--- src/sv/wbps_pkg.sv ---
// Shared constants, register codes and types of the wildcard byte pattern scanner.
package wbps_pkg;

    // Sizing
    localparam int PATTERN_MAX = 32;
    localparam int ADDR_BITS   = 24;
    localparam int BYTE_W      = 8;
    localparam int CFG_POS     = 32;
    localparam int LEN_REG_W   = 6;
    localparam int LEN_W       = $clog2(PATTERN_MAX + 1);
    localparam int CMP_W       = (LEN_W > LEN_REG_W) ? LEN_W : LEN_REG_W;
    localparam int PAT_REGS    = 4;
    localparam int PADDR_W     = 6;
    localparam int PDATA_W     = 64;
    localparam int REG_IDX_W   = 3;

    // Register indexes (byte address = 8 * index)
    localparam logic [REG_IDX_W-1:0] REG_PAT0 = 3'd0;
    localparam logic [REG_IDX_W-1:0] REG_PAT1 = 3'd1;
    localparam logic [REG_IDX_W-1:0] REG_PAT2 = 3'd2;
    localparam logic [REG_IDX_W-1:0] REG_PAT3 = 3'd3;
    localparam logic [REG_IDX_W-1:0] REG_WILD = 3'd4;
    localparam logic [REG_IDX_W-1:0] REG_PLEN = 3'd5;

    // Pattern aligned to window slots: slot w holds pattern position len-1-w
    typedef struct packed {
        logic [LEN_W-1:0]                    len;
        logic [PATTERN_MAX-1:0]              care;
        logic [PATTERN_MAX-1:0][BYTE_W-1:0]  bytes;
    } t_align;

    typedef struct packed {
        logic                 found;
        logic [ADDR_BITS-1:0] addr;
    } t_result;

endpackage

--- src/sv/wildcard_byte_pattern_scanner.sv ---
// Top level: input register, scan core, result register and register port.
// Scans a byte stream for a pattern of up to 32 bytes where any position may
// be a wildcard. One byte is accepted every cycle unless the input stalls;
// each byte is held in the input register, then its result, if any, goes to
// the result register. Throughput is one byte per cycle when not stalled,
// set by the 32-slot window compare that runs in full on every byte. A
// stalled result holds the byte in the input register, and the input stalls
// only while both are full and the result is stalled. Each scan ends with
// the byte flagged last and gives exactly one result: the start index of the
// first match, or not found. Patterns are loaded through the register port;
// the user must do so while the block is idle; the block does not enforce it.
module wildcard_byte_pattern_scanner (
    input  logic                                i_clk,
    input  logic                                i_rst_n,
    // request input channel
    input  logic                                i_in_valid,
    output logic                                o_in_stall,
    input  logic [wbps_pkg::BYTE_W-1:0]         i_code_byte,
    input  logic                                i_last_byte,
    // result channel
    output logic                                o_out_valid,
    input  logic                                i_out_stall,
    output logic                                o_found,
    output logic [wbps_pkg::ADDR_BITS-1:0]      o_match_address,
    // register port
    input  logic                                psel,
    input  logic                                penable,
    input  logic                                pwrite,
    input  logic [wbps_pkg::PADDR_W-1:0]        paddr,
    input  logic [wbps_pkg::PDATA_W-1:0]        pwdata,
    output logic [wbps_pkg::PDATA_W-1:0]        prdata,
    output logic                                pready
);

    wbps_pkg::t_align                    cfg;
    wbps_pkg::t_result                   scan_res;
    wbps_pkg::t_result                   r_out;
    logic                                scan_res_valid;
    logic                                r_s1_valid;
    logic                                n_s1_valid;
    logic [wbps_pkg::BYTE_W-1:0]         r_s1_byte;
    logic                                r_s1_last;
    logic                                r_out_valid;
    logic                                n_out_valid;
    logic                                out_free;
    logic                                s1_go;
    logic                                in_take;

    wbps_regs u_regs (
        .i_clk   (i_clk),
        .i_rst_n (i_rst_n),
        .psel    (psel),
        .penable (penable),
        .pwrite  (pwrite),
        .paddr   (paddr),
        .pwdata  (pwdata),
        .prdata  (prdata),
        .pready  (pready),
        .o_cfg   (cfg)
    );

    wbps_scan u_scan (
        .i_clk       (i_clk),
        .i_rst_n     (i_rst_n),
        .i_step      (s1_go),
        .i_byte      (r_s1_byte),
        .i_last      (r_s1_last),
        .i_cfg       (cfg),
        .o_res_valid (scan_res_valid),
        .o_res       (scan_res)
    );

    // Handshake: stage moves when the result register is free or draining
    assign out_free    = !r_out_valid || !i_out_stall;
    assign s1_go       = r_s1_valid && out_free;
    assign o_in_stall  = r_s1_valid && !out_free;
    assign in_take     = i_in_valid && !o_in_stall;
    assign n_s1_valid  = (r_s1_valid && !s1_go) || in_take;
    assign n_out_valid = (r_out_valid && i_out_stall) || (s1_go && scan_res_valid);

    // Input register
    always_ff @(posedge i_clk) begin
        if (!i_rst_n) begin
            r_s1_valid <= 1'b0;
        end else begin
            r_s1_valid <= n_s1_valid;
        end
    end

    always_ff @(posedge i_clk) begin
        if (in_take) begin
            r_s1_byte <= i_code_byte;
            r_s1_last <= i_last_byte;
        end
    end

    // Result register
    always_ff @(posedge i_clk) begin
        if (!i_rst_n) begin
            r_out_valid <= 1'b0;
        end else begin
            r_out_valid <= n_out_valid;
        end
    end

    always_ff @(posedge i_clk) begin
        if (s1_go && scan_res_valid) begin
            r_out <= scan_res;
        end
    end

    assign o_out_valid     = r_out_valid;
    assign o_found         = r_out.found;
    assign o_match_address = r_out.addr;

`ifndef NO_ASSERTIONS
    // Input stalls only behind a full stage and a stalled result
    a_stall_cause: assert property (@(posedge i_clk) disable iff (!i_rst_n)
        o_in_stall |-> (r_s1_valid && r_out_valid && i_out_stall))
        else $error("input stalled without a blocked result");

    // A byte that cannot move stays in the input register unchanged
    a_s1_hold: assert property (@(posedge i_clk) disable iff (!i_rst_n)
        (r_s1_valid && !s1_go) |=>
        (r_s1_valid && $stable(r_s1_byte) && $stable(r_s1_last)))
        else $error("held byte lost or changed");

    // A new result only comes from a byte that left the input register
    a_out_source: assert property (@(posedge i_clk) disable iff (!i_rst_n)
        (r_out_valid && !$past(r_out_valid)) |-> $past(s1_go))
        else $error("result appeared without a processed byte");
`endif

endmodule

--- src/sv/wbps_regs.sv ---
// Configuration register file and window-aligned pattern derivation.
module wbps_regs (
    input  logic                          i_clk,
    input  logic                          i_rst_n,
    input  logic                          psel,
    input  logic                          penable,
    input  logic                          pwrite,
    input  logic [wbps_pkg::PADDR_W-1:0]  paddr,
    input  logic [wbps_pkg::PDATA_W-1:0]  pwdata,
    output logic [wbps_pkg::PDATA_W-1:0]  prdata,
    output logic                          pready,
    output wbps_pkg::t_align              o_cfg
);

    localparam int PM   = wbps_pkg::PATTERN_MAX;
    localparam int LW   = wbps_pkg::LEN_W;
    localparam int CW   = wbps_pkg::CMP_W;
    localparam int LRW  = wbps_pkg::LEN_REG_W;
    localparam int NPOS = wbps_pkg::CFG_POS;
    localparam int DW   = wbps_pkg::PDATA_W;
    localparam int IW   = wbps_pkg::REG_IDX_W;

    logic [wbps_pkg::PAT_REGS-1:0][DW-1:0]      r_pat;
    logic [NPOS-1:0]                            r_wild;
    logic [LRW-1:0]                             r_len;
    logic [IW-1:0]                              reg_idx;
    logic                                       wr_en;
    logic [NPOS-1:0][wbps_pkg::BYTE_W-1:0]      pat_flat;
    logic [LW-1:0]                              len_eff;

    assign pready   = 1'b1;
    assign reg_idx  = paddr[wbps_pkg::PADDR_W-1 -: IW];
    assign wr_en    = psel && penable && pwrite;
    assign pat_flat = r_pat;

    // Register writes
    always_ff @(posedge i_clk) begin
        if (!i_rst_n) begin
            r_pat  <= '0;
            r_wild <= '0;
            r_len  <= '0;
        end else if (wr_en) begin
            case (reg_idx)
                wbps_pkg::REG_PAT0: r_pat[0] <= pwdata;
                wbps_pkg::REG_PAT1: r_pat[1] <= pwdata;
                wbps_pkg::REG_PAT2: r_pat[2] <= pwdata;
                wbps_pkg::REG_PAT3: r_pat[3] <= pwdata;
                wbps_pkg::REG_WILD: r_wild   <= pwdata[NPOS-1:0];
                wbps_pkg::REG_PLEN: r_len    <= pwdata[LRW-1:0];
                default: ;
            endcase
        end
    end

    // Register reads
    always_comb begin
        case (reg_idx)
            wbps_pkg::REG_PAT0: prdata = r_pat[0];
            wbps_pkg::REG_PAT1: prdata = r_pat[1];
            wbps_pkg::REG_PAT2: prdata = r_pat[2];
            wbps_pkg::REG_PAT3: prdata = r_pat[3];
            wbps_pkg::REG_WILD: prdata = DW'(r_wild);
            wbps_pkg::REG_PLEN: prdata = DW'(r_len);
            default:            prdata = '0;
        endcase
    end

    // Lengths above the window size act as the full window
    assign len_eff = (CW'(r_len) > CW'(PM)) ? LW'(PM) : LW'(r_len);

    // Slot w compares against pattern position len-1-w; positions past the
    // register space compare against zero and are never wildcards
    always_comb begin
        logic [CW-1:0] kk;
        kk = '0;
        o_cfg.len = len_eff;
        for (int w = 0; w < PM; w++) begin
            o_cfg.care[w]  = 1'b0;
            o_cfg.bytes[w] = '0;
            if (CW'(w) < CW'(len_eff)) begin
                kk = CW'(len_eff) - CW'(w) - CW'(1);
                if (kk < CW'(NPOS)) begin
                    o_cfg.bytes[w] = pat_flat[kk[$clog2(NPOS)-1:0]];
                    o_cfg.care[w]  = !r_wild[kk[$clog2(NPOS)-1:0]];
                end else begin
                    o_cfg.care[w]  = 1'b1;
                end
            end
        end
    end

endmodule

--- src/sv/wbps_scan.sv ---
// Sliding byte window, byte index and first-match detection for one scan.
module wbps_scan (
    input  logic                           i_clk,
    input  logic                           i_rst_n,
    input  logic                           i_step,
    input  logic [wbps_pkg::BYTE_W-1:0]    i_byte,
    input  logic                           i_last,
    input  wbps_pkg::t_align               i_cfg,
    output logic                           o_res_valid,
    output wbps_pkg::t_result              o_res
);

    localparam int PM  = wbps_pkg::PATTERN_MAX;
    localparam int AW  = wbps_pkg::ADDR_BITS;
    localparam int AW1 = wbps_pkg::ADDR_BITS + 1;

    logic [PM-1:0][wbps_pkg::BYTE_W-1:0] r_window;
    logic [PM-1:0][wbps_pkg::BYTE_W-1:0] n_window;
    logic [AW-1:0]                       r_count;
    logic                                r_done;
    logic                                all_eq;
    logic                                enough;
    logic                                hit;
    logic [AW1-1:0]                      start_sum;

    // Window after this byte, newest in slot 0
    always_comb begin
        n_window[0] = i_byte;
        for (int w = 1; w < PM; w++) begin
            n_window[w] = r_window[w-1];
        end
    end

    // Parallel compare of every cared-for slot
    always_comb begin
        all_eq = 1'b1;
        for (int w = 0; w < PM; w++) begin
            if (i_cfg.care[w] && (n_window[w] != i_cfg.bytes[w])) begin
                all_eq = 1'b0;
            end
        end
    end

    // Match must lie wholly in this scan: idx + 1 >= len
    assign enough    = (AW1'(r_count) + AW1'(1)) >= AW1'(i_cfg.len);
    assign hit       = !r_done && (i_cfg.len != '0) && enough && all_eq;
    assign start_sum = AW1'(r_count) + AW1'(1) - AW1'(i_cfg.len);

    // Result: first match, or not found on the final byte
    assign o_res_valid = hit || (i_last && !r_done);
    assign o_res.found = hit;
    assign o_res.addr  = hit ? start_sum[AW-1:0] : '0;

    // Window holds no reset: slots older than the byte count never match
    always_ff @(posedge i_clk) begin
        if (i_step && !r_done) begin
            r_window <= n_window;
        end
    end

    // Scan state: saturating count, done flag, cleared after the final byte
    always_ff @(posedge i_clk) begin
        if (!i_rst_n) begin
            r_count <= '0;
            r_done  <= 1'b0;
        end else if (i_step) begin
            if (i_last) begin
                r_count <= '0;
                r_done  <= 1'b0;
            end else begin
                if (r_count != '1) begin
                    r_count <= r_count + AW'(1);
                end
                if (hit) begin
                    r_done <= 1'b1;
                end
            end
        end
    end

endmodule
--- config.mk ---
export PLATFORM = sky130hd
export DESIGN_NAME = wildcard_byte_pattern_scanner
export DESIGN_NICKNAME = d
export VERILOG_FILES = /design/src/sv/wbps_pkg.sv /design/src/sv/wildcard_byte_pattern_scanner.sv /design/src/sv/wbps_regs.sv /design/src/sv/wbps_scan.sv
export SDC_FILE = /design/constraint.sdc
export NUM_CORES = 2
export LEC_CHECK = 0
export ABC_AREA = 0
export BUFFER_PORTS_ARGS = -buffer_cell sky130_fd_sc_hd__buf_2
export CORE_ASPECT_RATIO = 0.8
export CORE_UTILIZATION = 45
export DETAILED_ROUTE_END_ITERATION = 8
export PLACE_DENSITY = 0.59
export SETUP_SLACK_MARGIN = 0.4
export SYNTH_ARGS = -nofsm -noshare
export SYNTH_HDL_FRONTEND = slang
export SYNTH_HIERARCHICAL = 1
export SYNTH_SLANG_ARGS = --single-unit
--- constraint.sdc ---
create_clock -name i_clk -period 17.3 [get_ports i_clk]
set_input_delay 0.865 -clock i_clk [delete_from_list [all_inputs] [get_ports i_clk]]
set_output_delay 0.865 -clock i_clk [all_outputs]
set_load 0.03 [all_outputs]
Word level (Yosys, flattened, before mapping). Cells that the tools add are included.

Output and inout port bits: 92. Bits in registers: 603. Word-level logic and storage cells: 639. Input port bits: 86.

Reduce and logical (&&, ||, !) cells: 99. Magnitude comparators: 98. Equality and inequality tests: 38. Multiplexer cells: 294. $add $sub $neg: 65.

Operator list (count): binary-select mux 8 bit (select 5 bit) (32); two-way mux 8 bit (96); one-hot mux 64 bit (6 select lines) (1); != test 8 bit (32); less-than comparator 5 x 6 -> 1 bit, second input constant (32); less-than comparator 6 bit, second input constant (32); subtractor 6 x 1 -> 6 bit, second input constant (32); binary-select mux 1 bit (select 5 bit) (32); two-way mux 1 bit (130); less-than comparator 5 x 6 -> 1 bit, first input constant (16); subtractor 6 x 5 -> 6 bit, second input constant (16); less-than comparator 4 x 6 -> 1 bit, first input constant (8); two-way mux 24 bit (2); subtractor 6 x 4 -> 6 bit, second input constant (8); logical AND 1 bit (45); zero test 1 bit (38); adder 24 x 1 -> 25 bit, second input constant (1); >= comparator 25 x 6 -> 1 bit (1); adder 24 x 1 -> 24 bit, second input constant (1); less-than comparator 3 x 6 -> 1 bit, first input constant (4); != test 24 bit, second input constant (1); subtractor 24 x 6 -> 24 bit (1); subtractor 6 x 3 -> 6 bit, second input constant (4); AND reduction 2 bit (8); 12 further kinds (21).

Depth between registers and ports, before layout.
Depth in word-level cells: 45. Gate-level depth with buffers: 26. Depth with buffers taken out: 20.

By module. The synthesis kept the hierarchy.

By module, submodules not included: wbps_regs (seq. area each 5885.6 µm², cells an instance 3846, instances 1, area an instance 32680.1 µm²); wbps_scan (seq. area each 7947.6 µm², cells an instance 966, instances 1, area an instance 12929.9 µm²); wildcard_byte_pattern_scanner (seq. area each 1061.0 µm², cells an instance 44, instances 1, area an instance 1112.3 µm²).

Worst setup path after synthesis. OpenSTA, ideal clock, no wires.

Path kind: input to register. Start: input port i_out_stall. End: register u_scan.r_window, in the netlist u_scan/n_window[100] (enable). Setup slack: 4455 ps. Required time: 16409 ps. Setup time: 891 ps. Path buffers: 0. Stages on the path: 3. Arrival: 11953 ps. Cell sequence: nand2_1 and2_1 nor2b_1.

Word-level cells in the longest chain between the ends: 4.

Ends and longest elaborated chain: start, declared (RTL line wildcard_byte_pattern_scanner.sv:22) `input logic i_out_stall,`; zero test 1 bit (RTL line wildcard_byte_pattern_scanner.sv:74) `assign out_free = !r_out_valid || !i_out_stall;`; logical OR 1 bit (RTL line wildcard_byte_pattern_scanner.sv:74); logical AND 1 bit (RTL line wildcard_byte_pattern_scanner.sv:75) `assign s1_go = r_s1_valid && out_free;`; net s1_go (RTL line wildcard_byte_pattern_scanner.sv:46) `logic s1_go;`; logical AND 1 bit (RTL line wbps_scan.sv:56) `if (i_step && !r_done) begin`; end signal, assigned (RTL line wbps_scan.sv:57) `r_window <= n_window;`; end, declared (RTL line wbps_scan.sv:17) `logic [PM-1:0][wbps_pkg::BYTE_W-1:0] r_window;`.

The timed path passes the listed nets, and every way through them passes these cells. A chain may end at the register's enable or synchronous reset.

==> results.cfg <==
[route]
drt_iter0_markers = 7026
drtPass1Iterations = 6
finalWirelength_um = 227000
drt-met1-wl_um = 88900
met2_length_um = 84700
routed-via-count = 42700
route.detailed.drc = 0
wl_per_cell_um = 36.1
top_layer_used = met5
wl_met3_um = 38000
ant_nets = 0
vias_per_cell = 6.79

[finish]
nets = 4951
syn_to_final_growth_pct = 9.05
multi_input_area_um2 = 30200
seq_area_um2 = 14900
layout-drive-gt1-share_pct = 15.8
fillers = 9704

[worst_setup_path]
crit_fanout = 72
crit_path_end_kind = register
cp_num_buf_inv = 5
reg2reg_slack_ns = 7.66
path_delay_family = compound AO/OA/AOI/OAI gates
arrival_ns = 9.97
cp_cell_sequence = nand2b_2, buf_4, inv_2, buf_4, ha_1, nand3b_1, a21oi_4, buf_4, a211oi_1, a31oi_1, nand2_1, a21oi_1, xnor2_1, nand4_1, o21ai_0, nand4_1, a2111oi_1, nand4_1, o22ai_1, nand2_1, a21oi_2, buf_4
cpMostUsedCell = buf_4
cp.required_ns = 17.63
crit_path_max_incr_delay_ns = 1.14
slowest_stage = a2111oi_1
critical_path_class = reg -> reg
start_kind = register

[logic_synthesis]
avgSynthCellArea_um2 = 9.62
ys.flop_type = dfxtp_1
synth_seq_cells = 603
async_reset_ff_share_pct = 0
yosys_warnings = 6
synth_top_cell_by_area = edfxtp_1
syn_area_um2 = 46700
yosys.area.top_type_share_pct = 18.1
yosysUniqueCellTypes = 85
seq_area_frac_synth_pct = 31.9
synth_edf_count = 282
ys_top_cells_by_area = edfxtp_1 18%, mux2i_1 15%, mux4_2 14%
synthCells = 4856
synth_nets = 4966

[pwr]
p_total_mw = 3.35
sw_frac_of_total_pct = 26.3
ir_worst_vdd_mv = 0.0591
power_frac_seq_pct = 47.0
leakagePower_nw = 16.5
clkPwrFrac_pct = 45.3
p_int_mw = 2.47
p_sw_mw = 0.880
powerDensity_nw_per_um2 = 65.8
p_comb_share_pct = 7.7

[clock_tree]
cts.clk_slew.worst_paths_ns = 0.06
cts-hold-fix-buffers = 0
numClockSinks = 603
root_buffer = clkbuf_16
cts_buffers = 69
cts_buffer_depth = 3
htree_levels = 3
postCtsResizedCells = 0
cts_setup_buffers = 0
insertion_delay_ns = 0.69
tritoncts = built

[worst_hold_path]
hp-class = in -> reg

[sta]
hold_viol = 0
tns_ns = 0
fin_crit_sh_pct = 55.7
fmax_ghz = 0.104
period_minus_slack_ns = 9.64
skew_ns = 0.0338
worst_pin_slew_ns = 1.50
finalSetupViolCount = 0
slew_viol_final = 5
rsz0062_at_grt = no
slew_headroom_pct = -3.10
whs_ns = 0.345

[die]
die_area_um2 = 105000
die_w_um = 362
fp-row-count = 105
ios = 178
initial_core_util_pct = 45.5
die_h_um = 290
core-area_um2 = 103000

[run_status]
status = finished with violations
violations = max-capacitance violations, max-slew violations

[global_routing]
gr-usage-all-layers_pct = 42.1
grt_start_max_net_pins = 131
grt_pass1_vias = 38400
grt_overflow = 0
antenna_found_initial = 16
grt_pass1_wl_um = 309000

[placed_design]
dp_hpwl_um = 175000
io_buffer_count = 173
globalplace.congestion = 1.14

[run]
drv_cap = 4
[sequential cells by signal, summed over array words and instances (netlist names)]
register / count
u_scan/r_count: 24
r_s1_valid: 1
o_found: 1
u_scan/n_window: 248
r_s1_byte: 8
u_regs/r_len: 6
u_scan/r_done: 1
u_regs/pat_flat: 256
o_match_address: 24
o_out_valid: 1
r_s1_last: 1
u_regs/r_wild: 32
[logic make-up after synthesis]
kind of cell,share of synthesized area [%]
flops,31.9
xor+xnor,6.14
buf+inv,3.96
other cells,0.00803
fa+ha+maj,0.659
mux,28.8
simple gates,14.6
compound gates,14.0
[metal layers]
metal / GRT usage, % / vias up
li1: - / 17900
met1: 56.6 / 21200
met2: 53.8 / 2998
met3: 21.5 / 560
met4: 22.7 / 20
met5: 0 / -
[cell usage after synthesis (35+ instances only)]
cell type and count:
buf_1 42, nor2b_1 36, a21boi_0 301, a22o_1 64
a31oi_1 35, buf_2 100, and2_1 54, nand2_1 1054
o21ai_0 77, a21oi_1 219, mux4_2 290, a22oi_1 92
a211oi_1 48, xnor2_1 292, nor2_1 171, clkbuf_1 184
mux2i_1 679, nand4_1 78, edfxtp_1 282, dfxtp_1 321
[cells in the final DEF (no fill, tap or decap), drive strengths merged, types with 17 or more instances in the layout]
cell type and instances:
a211oi 48, a21boi 302, a21oi 219, a22o 64, a22oi 92, a31oi 35
a32oi 17, and2 55, and3 25, buf 285, clkbuf 97, dfxtp 321
edfxtp 282, ha 23, inv 32, mux2i 681, mux4 290, nand2 1056
nand3 33, nand4 79, nor2 172, nor2b 36, nor3 34, nor4 17
o21ai 86, o22ai 33, xnor2 299, xor2 21
[per-stage QoR]
stage	utilization, %	std cells	setup WS (ns)	instance area [µm²]
2_1_floorplan	-	4856	4.46	46700
3_3_place_gp	47.4	6160	8.32	48700
3_5_place_dp	47.4	6160	8.27	48700
4_1_cts	49.6	6281	8.22	50900
5_1_grt	49.6	6282	7.85	50900
6_report	49.6	6286	7.66	51000
[final cells by class]
cell class,count,area share [%]
clock inverters,26,0.643
inverters,26,0.221
clock buffers,95,3.80
well taps,1391,3.42
flip-flops and latches,603,29.2
multi-input cells,3854,59.2
diodes,4,0.0196
repair buffers,287,3.42
[power by group through the flow]
stage	clock (mW)	combinational, mW	sequential, mW
final	1.52	0.258	1.57
after CTS	1.53	0.247	1.57
after global routing	1.59	0.266	1.57
after global placement	0	0.245	1.60
after detailed placement	0	0.246	1.60
after floorplan	0	0.150	1.60
[final timing paths]
path	start	end	depth (start not counted)
max reg2reg	u_regs/r_len[5]$_SDFFE_PN0P_	o_match_address[2]$_DFFE_PP_	22
min	i_last_byte	r_s1_last$_DFFE_PP_	1
min reg2reg	u_scan/n_window[180]$_DFFE_PP_	u_scan/n_window[188]$_DFFE_PP_	0
max	u_regs/r_len[5]$_SDFFE_PN0P_	o_match_address[2]$_DFFE_PP_	22
Power figures use the tool's default switching activity.
